===== src/ckh_pkg.sv =====
// Shared types and operation codes for the cuckoo hash table.
package ckh_pkg;

  // Operation field of an input word.
  typedef logic [1:0] mode_t;

  localparam mode_t MODE_INSERT = 2'd0;
  localparam mode_t MODE_LOOKUP = 2'd1;
  localparam mode_t MODE_REMOVE = 2'd2;

endpackage


===== src/ckh_ram.sv =====
// Generic single-write, single-read RAM with registered read data.
module ckh_ram #(
  parameter int WIDTH = 17,
  parameter int DEPTH = 11
) (
  input  logic                     clk_i,
  input  logic                     we_i,
  input  logic [$clog2(DEPTH)-1:0] waddr_i,
  input  logic [WIDTH-1:0]         wdata_i,
  input  logic [$clog2(DEPTH)-1:0] raddr_i,
  output logic [WIDTH-1:0]         rdata_o
);

  logic [WIDTH-1:0] mem_q [DEPTH];
  logic [WIDTH-1:0] rdata_q;

  always_ff @(posedge clk_i) begin
    if (we_i) begin
      mem_q[waddr_i] <= wdata_i;
    end
    rdata_q <= mem_q[raddr_i];
  end

  assign rdata_o = rdata_q;

endmodule


===== src/cuckoo_hash_table.sv =====
// Top level of the two-table cuckoo hash set.
//
// Two-table cuckoo hash set of KEY_WIDTH-bit keys. A word is accepted when start_i is
// high and busy_o is low; its one-bit result appears on ok_o together with a one-cycle
// done_o strobe, and the receiver must take it then (no stall). Modes: insert, lookup,
// remove; the unused mode code finishes at once with ok_o low. Slot 1 is key mod SLOTS
// in table one, slot 2 is (key div SLOTS) mod SLOTS in table two. Both hashes come out
// of one shared multiplier (reciprocal multiply, then multiply back and subtract) that
// is stepped four times per key; the two table reads follow the hash pass. Lookup and
// remove give their result once both read entries are checked. Insert: one hash pass
// and table read per placement attempt, up to SLOTS attempts; a failed insert keeps
// its swaps and drops the last evicted key. After reset the block runs a clearing pass
// over all SLOTS entries of both tables with busy_o high.
module cuckoo_hash_table #(
  parameter int SLOTS     = 11,
  parameter int KEY_WIDTH = 16
) (
  input  logic                  clk_i,
  input  logic                  rst_ni,
  input  logic                  start_i,
  output logic                  busy_o,
  input  ckh_pkg::mode_t        mode_i,
  input  logic [KEY_WIDTH-1:0]  key_i,
  output logic                  done_o,
  output logic                  ok_o
);

  import ckh_pkg::*;

  // widths
  localparam int KW    = KEY_WIDTH;
  localparam int IW    = $clog2(SLOTS);
  localparam int SHIFT = KW + IW;
  localparam int MW    = (KW + 1 > IW + 1) ? KW + 1 : IW + 1;
  localparam int PW    = SHIFT + KW;
  localparam int EW    = KW + 1;

  // floor(k / SLOTS) == (k * MAGIC) >> SHIFT for every KW-bit k
  localparam logic [63:0]    POW     = 64'd1 << SHIFT;
  localparam logic [63:0]    MAGIC   = (POW + SLOTS - 1) / SLOTS;
  localparam logic [MW-1:0]  MAGIC_B = MAGIC[MW-1:0];
  localparam logic [MW-1:0]  SLOTS_B = MW'(SLOTS);
  localparam logic [IW-1:0]  LAST    = IW'(SLOTS - 1);

  typedef enum logic [2:0] {
    ST_CLEAR,
    ST_IDLE,
    ST_HQ,   // k * magic
    ST_HR,   // q * slots
    ST_HS,   // q * magic, hash 1 out
    ST_HT,   // (q div slots) * slots
    ST_HU,   // hash 2 out, table reads issued
    ST_CHK   // read data back: decide, write
  } state_e;

  state_e        state_q, state_d;
  logic [IW-1:0] clr_q, clr_d;
  logic [IW-1:0] cnt_q, cnt_d;
  logic          side_q, side_d;
  logic          done_q, done_d;
  logic          ok_q, ok_d;

  // datapath
  mode_t         mode_q, mode_d;
  logic [KW-1:0] cur_q, cur_d;     // carried key
  logic [KW-1:0] quo_q, quo_d;     // key div SLOTS
  logic [IW-1:0] h1_q, h1_d;
  logic [IW-1:0] h2_q, h2_d;
  logic [PW-1:0] prod_q;

  // shared multiplier
  logic [KW-1:0] mul_a;
  logic [MW-1:0] mul_b;
  logic [PW-1:0] mul_p;

  logic [IW-1:0] h1_c, h2_c;
  logic [KW-1:0] quo_c;

  // table ports
  logic          we1, we2;
  logic [IW-1:0] wa1, wa2, ra1, ra2;
  logic [EW-1:0] wd, rd1, rd2;

  logic          hit1, hit2, occ;
  logic [KW-1:0] evict;

  assign mul_p = PW'(mul_a) * PW'(mul_b);
  assign quo_c = prod_q[SHIFT +: KW];
  assign h1_c  = IW'(cur_q - prod_q[KW-1:0]);
  assign h2_c  = IW'(quo_q - prod_q[KW-1:0]);

  assign hit1  = rd1[KW] && (rd1[KW-1:0] == cur_q);
  assign hit2  = rd2[KW] && (rd2[KW-1:0] == cur_q);
  assign occ   = side_q ? rd2[KW] : rd1[KW];
  assign evict = side_q ? rd2[KW-1:0] : rd1[KW-1:0];

  always_comb begin
    state_d = state_q;
    clr_d   = clr_q;
    cnt_d   = cnt_q;
    side_d  = side_q;
    done_d  = 1'b0;
    ok_d    = 1'b0;
    mode_d  = mode_q;
    cur_d   = cur_q;
    quo_d   = quo_q;
    h1_d    = h1_q;
    h2_d    = h2_q;
    mul_a   = cur_q;
    mul_b   = MAGIC_B;
    we1     = 1'b0;
    we2     = 1'b0;
    wa1     = h1_q;
    wa2     = h2_q;
    wd      = {1'b1, cur_q};
    ra1     = h1_q;
    ra2     = h2_q;

    unique case (state_q)
      ST_CLEAR: begin
        we1 = 1'b1;
        we2 = 1'b1;
        wa1 = clr_q;
        wa2 = clr_q;
        wd  = '0;
        if (clr_q == LAST) begin
          state_d = ST_IDLE;
        end else begin
          clr_d = clr_q + IW'(1);
        end
      end
      ST_IDLE: begin
        if (start_i) begin
          mode_d = mode_i;
          cur_d  = key_i;
          side_d = 1'b0;
          cnt_d  = '0;
          case (mode_i) inside
            MODE_INSERT, MODE_LOOKUP, MODE_REMOVE: state_d = ST_HQ;
            default: done_d = 1'b1;
          endcase
        end
      end
      ST_HQ: begin
        mul_a   = cur_q;
        mul_b   = MAGIC_B;
        state_d = ST_HR;
      end
      ST_HR: begin
        quo_d   = quo_c;
        mul_a   = quo_c;
        mul_b   = SLOTS_B;
        state_d = ST_HS;
      end
      ST_HS: begin
        h1_d    = h1_c;
        mul_a   = quo_q;
        mul_b   = MAGIC_B;
        state_d = ST_HT;
      end
      ST_HT: begin
        mul_a   = quo_c;
        mul_b   = SLOTS_B;
        state_d = ST_HU;
      end
      ST_HU: begin
        h2_d    = h2_c;
        ra1     = h1_q;
        ra2     = h2_c;
        state_d = ST_CHK;
      end
      ST_CHK: begin
        if (mode_q == MODE_INSERT) begin
          // carried key always lands in the probed slot
          we1 = !side_q;
          we2 = side_q;
          if (!occ) begin
            done_d  = 1'b1;
            ok_d    = 1'b1;
            state_d = ST_IDLE;
          end else if (cnt_q == LAST) begin
            // out of attempts: evicted key is dropped
            done_d  = 1'b1;
            state_d = ST_IDLE;
          end else begin
            cur_d   = evict;
            side_d  = !side_q;
            cnt_d   = cnt_q + IW'(1);
            state_d = ST_HQ;
          end
        end else begin
          wd      = '0;
          done_d  = 1'b1;
          ok_d    = hit1 || hit2;
          state_d = ST_IDLE;
          if (mode_q == MODE_REMOVE) begin
            we1 = hit1;
            we2 = !hit1 && hit2;
          end
        end
      end
      default: state_d = ST_IDLE;
    endcase
  end

  always_ff @(posedge clk_i or negedge rst_ni) begin
    if (!rst_ni) begin
      state_q <= ST_CLEAR;
      clr_q   <= '0;
      cnt_q   <= '0;
      side_q  <= 1'b0;
      done_q  <= 1'b0;
      ok_q    <= 1'b0;
    end else begin
      state_q <= state_d;
      clr_q   <= clr_d;
      cnt_q   <= cnt_d;
      side_q  <= side_d;
      done_q  <= done_d;
      ok_q    <= ok_d;
    end
  end

  always_ff @(posedge clk_i) begin
    mode_q <= mode_d;
    cur_q  <= cur_d;
    quo_q  <= quo_d;
    h1_q   <= h1_d;
    h2_q   <= h2_d;
    prod_q <= mul_p;
  end

  ckh_ram #(
    .WIDTH(EW),
    .DEPTH(SLOTS)
  ) u_tab1 (
    .clk_i  (clk_i),
    .we_i   (we1),
    .waddr_i(wa1),
    .wdata_i(wd),
    .raddr_i(ra1),
    .rdata_o(rd1)
  );

  ckh_ram #(
    .WIDTH(EW),
    .DEPTH(SLOTS)
  ) u_tab2 (
    .clk_i  (clk_i),
    .we_i   (we2),
    .waddr_i(wa2),
    .wdata_i(wd),
    .raddr_i(ra2),
    .rdata_o(rd2)
  );

  assign busy_o = (state_q != ST_IDLE);
  assign done_o = done_q;
  assign ok_o   = ok_q;

  // an accepted word either starts work or finishes in the next cycle
  a_accept_progress: assert property (@(posedge clk_i) disable iff (!rst_ni)
    start_i && !busy_o |=> busy_o || done_o)
    else $error("accepted word neither started nor finished");

  // a result is only shown once the sequencer is back in idle
  a_done_idle: assert property (@(posedge clk_i) disable iff (!rst_ni)
    done_o |-> !busy_o)
    else $error("result strobe while busy");

  // ok is only ever raised together with the strobe
  a_ok_strobe: assert property (@(posedge clk_i) disable iff (!rst_ni)
    ok_o |-> done_o)
    else $error("ok without result strobe");

endmodule


===== config.mk =====
export PLATFORM = sky130hd
export DESIGN_NAME = cuckoo_hash_table
export DESIGN_NICKNAME = d
export VERILOG_FILES = /design/src/ckh_pkg.sv /design/src/ckh_ram.sv /design/src/cuckoo_hash_table.sv
export SDC_FILE = /design/constraint.sdc
export NUM_CORES = 1
export LEC_CHECK = 0
export CAP_MARGIN = 0
export CORE_ASPECT_RATIO = 0.8
export CORE_UTILIZATION = 65
export DETAILED_ROUTE_END_ITERATION = 7
export DONT_BUFFER_PORTS = 1
export GPL_TIMING_DRIVEN = 1
export PLACE_DENSITY = 0.77
export SETUP_SLACK_MARGIN = 0.1
export SYNTH_ARGS = -nofsm -noshare
export SYNTH_HDL_FRONTEND = slang
export SYNTH_SLANG_ARGS = --single-unit

===== constraint.sdc =====
create_clock -name clk_i -period 15.3 [get_ports clk_i]
set_input_delay 3.06 -clock clk_i [delete_from_list [all_inputs] [get_ports clk_i]]
set_output_delay 3.06 -clock clk_i [all_outputs]
set_load 0.05 [all_outputs]

==> impl_metrics.csv, run 1 <==
group,metric,value,unit
sta,fin_tns_setup,0,ps
grt,grt_antenna_before_repair,8,
synthesis,async_reset_ff_share,2.93,%
floorplan,dieArea,39200,µm²
sta,unrepaired_setup_endpoints_after_global_routing,"no",
grt,grt_start_max_net_pins,73,
detailed_routing,met3_wirelength,7.72,mm
clock_tree,cts_hold_buf,0,
layout,fillers,2381,
detailed_routing,maxUsedRoutingLayer,"met5",
detailed_routing,met1_layer_wirelength_in_the_final_routing,24.7,mm
grt,grt_pass1_wl,87.7,mm
detailed_routing,detailedRoute.firstIterationViolations,1517,
clock_tree,cts.clk_slew.worst_paths,70,ps
detailed_routing,detail-route-antenna-nets,0,
run_status,run_status,"complete, no violations",
detailed_routing,detailroute.wirelength.met2,24.7,mm
synthesis,syn_area,24900,µm²
clock_tree,cts_repair_resize_count,0,
grt,globalRouteTotalUtil,31.0,%
sta,timing_max_transition_violations_final,0,
detailed_routing,post_drt_via_cell_ratio,6.20,
floorplan,floorplan.die.height,177,µm
synthesis,synth.top_cells.by_area,"edfxtp_1, fa_1, ha_1, mux4_2, dfxtp_1",
synthesis,synth-edff-count,409,
layout,layout_area_overhead,8.66,%
sta,finalSetupViolCount,0,
sta,fmaxAchievable,129,MHz
synthesis,library_cell_occupying_the_most_area_in_the_post_synthesis_netlist,"edfxtp_1",
detailed_routing,route.detailed.wl_per_inst,25.1,µm
placed_design,io_buffers,0,
synthesis,synth.yosys.seq_area_share,55.1,%
grt,grt_overflow_total,0,
critical_path,worst-endpoint-required,15740,ps
critical_path,startpoint_type,"flip-flop",
floorplan,starting_density,66.6,%
floorplan,fp.dieW,221,µm
synthesis,average_size_of_a_mapped_cell,14.0,µm²
detailed_routing,detailedRoute.firstPassIterationCount,6,
clock_tree,cts_buf_count,43,
placed_design,dp.final_hpwl,40.4,mm
grt,grt_pass1_vias,14409,
sta,skew,12.8,ps
clock_tree,cts.root.buffer_cell,"clkbuf_16",
critical_path,critical_path.max_fanout,19,
synthesis,gate_count_after_technology_mapping,1776,
clock_tree,htree_levels,2,
min_path,holdCritPathClass,"flip-flop to flip-flop",
layout,final_layout_size_suffix_gt1_share,11.3,%
clock_tree,clock-sinks,478,
clock_tree,cts_max_path_buffers,3,
floorplan,num_io_pins,24,
sta,finalCriticalPeriod,7780,ps
clock_tree,postCtsSetupRepairBufs,0,
synthesis,post_synth_num_cell_types,72,
critical_path,setup.worst_path.class,"flip-flop to flip-flop",
detailed_routing,post-route-drc-count,0,
placed_design,routability_congestion,1.04,
clock_tree,clkLatencyLatePin,550,ps
critical_path,worst_ep_arrival_time,8230,ps
sta,whs,445,ps
job,max-cap-violations,0,
critical_path,worstSetupEndpointType,"flip-flop",
detailed_routing,route.vias.total,14419,
sta,slew_headroom,18.5,%
layout,finalNetCount,2090,
sta,timing.final.crit_share,50.9,%
floorplan,design.core.area,37400,µm²
clock_tree,tritoncts_clock_tree,"done",
detailed_routing,wirelength,58.3,mm
synthesis,synth_seq_cells,478,
synthesis,yosysWarningCount,0,
sta,timing_worst_slew_pin_value,1220,ps
sta,final-hold-violation-count,0,
synthesis,synthDominantCellAreaShare,49.2,%
synthesis,synth_ff_type,"edfxtp_1",
floorplan,row_count,63,
flip-flops by register name, indices dropped and copies added (netlist names):
register / flops
h2_q: 4
u_tab2.mem_q: 187
ok_o: 1
u_tab2.rdata_o: 17
done_o: 1
mode_q: 2
quo_q: 13
cnt_q: 4
u_tab1.rdata_o: 17
h1_q: 4
cur_q: 16
prod_q: 17
clr_q: 4
u_tab1.mem_q: 187
side_q: 1
state_q: 3
logic make-up (layout without fill, tap and decap cells):
group,after synthesis,in the layout,synth area share [%]
AOI/OAI and AO/OA,186,186,4.53
adders and majority gates,271,271,17.0
buffers and inverters,290,346,4.71
xor gates and xnor gates,59,59,2.10
muxes,177,177,10.6
and+or+nand+nor,313,313,5.99
DFF,478,478,55.1
other,2,10,0.0301
placed cells by master (no fill, tap or decap), types with 12 or more instances in the layout:
master     count
nand3_1       25
buf_4         34
xnor2_1       22
ha_1         159
nor3_2        15
and3_1        14
a21oi_1       55
edfxtp_1     409
mux2i_1      107
dfrtp_1       14
nor4_1        12
nand2_1      113
fa_1         112
xor2_1        36
nor3_1        14
nor2_1        61
dfxtp_1       55
inv_1        231
mux4_2        65
o21ai_0       68
and2_1        24
clkbuf_16     44
stage by stage:
step	util [%]	instances	worst slack [ps]	instance area, µm²
finish	72.4	2327	7520	27100
global route	72.4	2326	7010	27100
CTS	72.3	2320	7610	27100
detailed placement	68.5	2240	7650	25600
global placement	68.5	2240	7840	25600
floorplan	-	1777	8720	24900
layout make-up:
cell class,instances,area [µm²],share of cell area [%]
Sequential cell,478,13700,50.7
Multi-Input combinational cell,1009,10200,37.5
Clock buffer,60,1230,4.54
Inverter,232,871,3.21
Tap cell,487,609,2.25
Timing Repair Buffer,34,255,0.942
Clock inverter,20,218,0.803
Antenna cell,7,17.5,0.0646
layer usage:
layer,global-route usage (%),vias up
met5,1.86,-
met4,7.75,2
met3,11.1,86
met2,43.9,719
met1,45.7,7212
li1,-,6400
Yosys cell counts, types with 5 or more instances:
library cell and count:
edfxtp_1 409, inv_1 231, ha_1 159, nand2_1 113
fa_1 112, mux2i_1 107, o21ai_0 69, mux4_2 65
nor2_1 65, a21oi_1 55, dfxtp_1 55, xor2_1 36
nor3_1 28, nand3_1 26, and2_1 24, clkbuf_1 24
xnor2_1 22, buf_2 18, and3_1 14, dfrtp_1 14
nor4_1 12, nand2b_1 11, o21a_1 10, a21o_1 7
buf_1 7, a31oi_1 6, buf_6 5, o21bai_1 5
worst paths after layout:
path	from	to	slack, ps	cells after the start
max	state_q[2]$_DFFE_PN0P_	prod_q[28]$_DFF_P_	7520	22
min	prod_q[28]$_DFF_P_	quo_q[8]$_DFFE_PN_	440	0
max reg2reg	state_q[2]$_DFFE_PN0P_	prod_q[28]$_DFF_P_	7520	22
min reg2reg	prod_q[28]$_DFF_P_	quo_q[8]$_DFFE_PN_	440	0
max in group asynchronous	rst_ni	state_q[0]$_DFFE_PN0P_	13030	0
min in group asynchronous	rst_ni	done_o$_DFF_PN0_	2200	0
critical path, stage by stage (launching register included):
cell and delay (ps):
dfrtp_1 660, xor2_2 400, and2_1 610, nor2_1 100
a21oi_1 580, inv_1 210, ha_1 440, inv_1 90
fa_1 550, fa_1 510, inv_1 50, fa_1 380
fa_1 510, inv_1 50, fa_1 480, inv_1 40
ha_1 280, nand3_1 190, nor2_1 100, a2111oi_2 500
o21ai_0 260, or4_1 520, o211a_1 150
Power of run 1 is not shown: default switching activity piles up to over one toggle a cycle in this logic, so the estimate is an artifact.
==> inputs of run 2 (changes only) <==
CORE_UTILIZATION = 58   (was 65)
PLACE_DENSITY = 0.72   (was 0.77)
clock period = 6.61 ns   (was 15.3 ns; I/O delays follow)
==> impl_metrics.csv, run 2 (synthesis gave the netlist of run 1 again) <==
group,metric,value,unit
critical_path,worst-endpoint-required,7070,ps
clock_tree,cts_max_path_buffers,3,
sta,fmaxAchievable,157,MHz
clock_tree,tritoncts_clock_tree,"done",
run_status,violations_in_the_final_reports,"DRC",
detailed_routing,met3_wirelength,5.71,mm
clock_tree,cts_buf_count,46,
critical_path,reg2reg_depth,24,
job,max-cap-violations,0,
critical_path,worstSetupEndpointType,"flip-flop",
placed_design,dp.final_hpwl,40.1,mm
sta,timing_worst_slew_pin_value,1220,ps
grt,globalRouteTotalUtil,27.3,%
grt,grt_antenna_before_repair,8,
detailed_routing,maxUsedRoutingLayer,"met5",
sta,timing_max_transition_violations_final,0,
floorplan,fp.dieW,234,µm
clock_tree,cts.root.buffer_cell,"clkbuf_16",
sta,finalSetupViolCount,0,
layout,final_layout_size_suffix_gt1_share,14.7,%
clock_tree,cts.clk_slew.worst_paths,60,ps
detailed_routing,detail-route-antenna-nets,0,
clock_tree,cts_hold_buf,0,
grt,grt_pass1_vias,14435,
floorplan,starting_density,59.2,%
critical_path,setup.worst_path.class,"flip-flop to flip-flop",
min_path,holdCritPathClass,"input port to async pin",
detailed_routing,post-route-drc-count,4,
detailed_routing,route.detailed.wl_per_inst,23.8,µm
floorplan,floorplan.die.height,187,µm
detailed_routing,met1_layer_wirelength_in_the_final_routing,26.9,mm
detailed_routing,post_drt_via_cell_ratio,5.93,
layout,layout.cells.most_common_list,"edfxtp_1, inv_1, ha_1, nand2_1, fa_1",
clock_tree,htree_levels,2,
grt,grt_pass1_wl,87.4,mm
sta,finalCriticalPeriod,6370,ps
sta,slew_headroom,18.5,%
floorplan,num_io_pins,24,
critical_path,critical_path.max_fanout,7,
layout,layout.cells.most_common,"edfxtp_1",
sta,unrepaired_setup_endpoints_after_global_routing,"yes",
layout,layout.cells.non_filler,2438,
layout,finalNetCount,2136,
layout,fillers,3033,
detailed_routing,detailedRoute.firstIterationViolations,1337,
detailed_routing,detailedRoute.firstPassIterationCount,7,
placed_design,numPlacedInstances,2343,
floorplan,design.core.area,42200,µm²
detailed_routing,route.vias.total,14465,
sta,skew,30.3,ps
placed_design,routability_congestion,0.934,
grt,grt_overflow_total,0,
clock_tree,clock-sinks,478,
detailed_routing,detailroute.wirelength.met2,24.4,mm
layout,layout_area_overhead,10.8,%
placed_design,io_buffers,0,
layout,multi_input_logic_area,10300,µm²
critical_path,startpoint_type,"flip-flop",
grt,grt_start_max_net_pins,73,
layout,reg.largest.list,"u_tab1.mem_q (187), u_tab2.mem_q (187)",
clock_tree,clkLatencyLatePin,570,ps
sta,final-hold-violation-count,0,
detailed_routing,wirelength,58.0,mm
sta,timing.final.crit_share,96.4,%
run_status,run_status,"finished with violations",
floorplan,dieArea,43800,µm²
critical_path,worst_ep_arrival_time,6830,ps
layout,seq_area,13700,µm²
floorplan,row_count,67,
[run 2: cell count changes in the layout (fill, tap and decap cells not counted), moves of 4 or more]
cell	change
a21oi_1	-4
buf_4	+42
inv_2	+4
inv_1	-4
clkbuf_8	-6
[run 2: what timing repair did]
item / in CTS / in global routing
buffers inserted: 4 / 1
resized for setup: 14 / 15
setup endpoints to repair: 5 / 12
pin swaps: 5 / 10
[run 2: stage by stage]
stage | cell area (µm²) | worst slack, ps | TNS (ps) | hold slack, ps | utilization [%]
floorplan | 25000 | 100 | 0 | 400 | -
global placement | 26000 | -24.6 | -24.6 | 459 | 61.7
detailed placement | 26000 | -163 | -222 | 476 | 61.7
CTS | 27600 | 121 | 0 | 442 | 65.4
global route | 27600 | 1.94 | 0 | 443 | 65.6
finish | 27700 | 236 | 0 | 460 | 65.6
[run 2: cell type report]
| class | instances | area share (%) |
|---|---|---|
| clock buffer | 59 | 4.45 |
| multi-input combinational | 1009 | 37.1 |
| tap | 552 | 2.50 |
| sequential | 478 | 49.7 |
| clock inverter | 27 | 0.950 |
| antenna | 4 | 0.0362 |
| timing repair buffer | 77 | 2.10 |
| inverter | 232 | 3.15 |
[run 2: path summary, 6_finish.rpt]
check                           slack [ps]                endpoint                    from
worst max-delay path                   240      prod_q[28]$_DFF_P_  state_q[1]$_DFFE_PN0P_
worst min-delay path                   460  state_q[2]$_DFFE_PN0P_                  rst_ni
worst max register to register         240      prod_q[28]$_DFF_P_  state_q[1]$_DFFE_PN0P_
worst min register to register         480      quo_q[0]$_DFFE_PN_      prod_q[20]$_DFF_P_
max in group asynchronous             6070  state_q[1]$_DFFE_PN0P_                  rst_ni
min in group clk_i                     480      quo_q[0]$_DFFE_PN_      prod_q[20]$_DFF_P_
[run 2: worst max-delay path: stages, from the launching register on]
cell and delay (ps):
dfrtp_2 450, xor2_2 180, and2_4 210, buf_4 180, nor2_4 60, a221o_1 330, nand2b_1 120, inv_2 80
ha_1 270, inv_1 70, fa_1 420, inv_1 90, fa_1 420, fa_1 550, inv_1 50, fa_1 450
fa_1 490, inv_1 50, ha_1 330, nand3_2 160, nor2_1 100, a2111oi_4 420, o21ai_1 170, or4_1 490
o211a_1 150
[run 2: routing by layer]
metal,track usage (%),vias up
met4,5.22,6
met2,38.2,516
met5,0,-
li1,-,6497
met1,42.9,7377
met3,7.53,69
Power of run 2 is left out for the same reason.
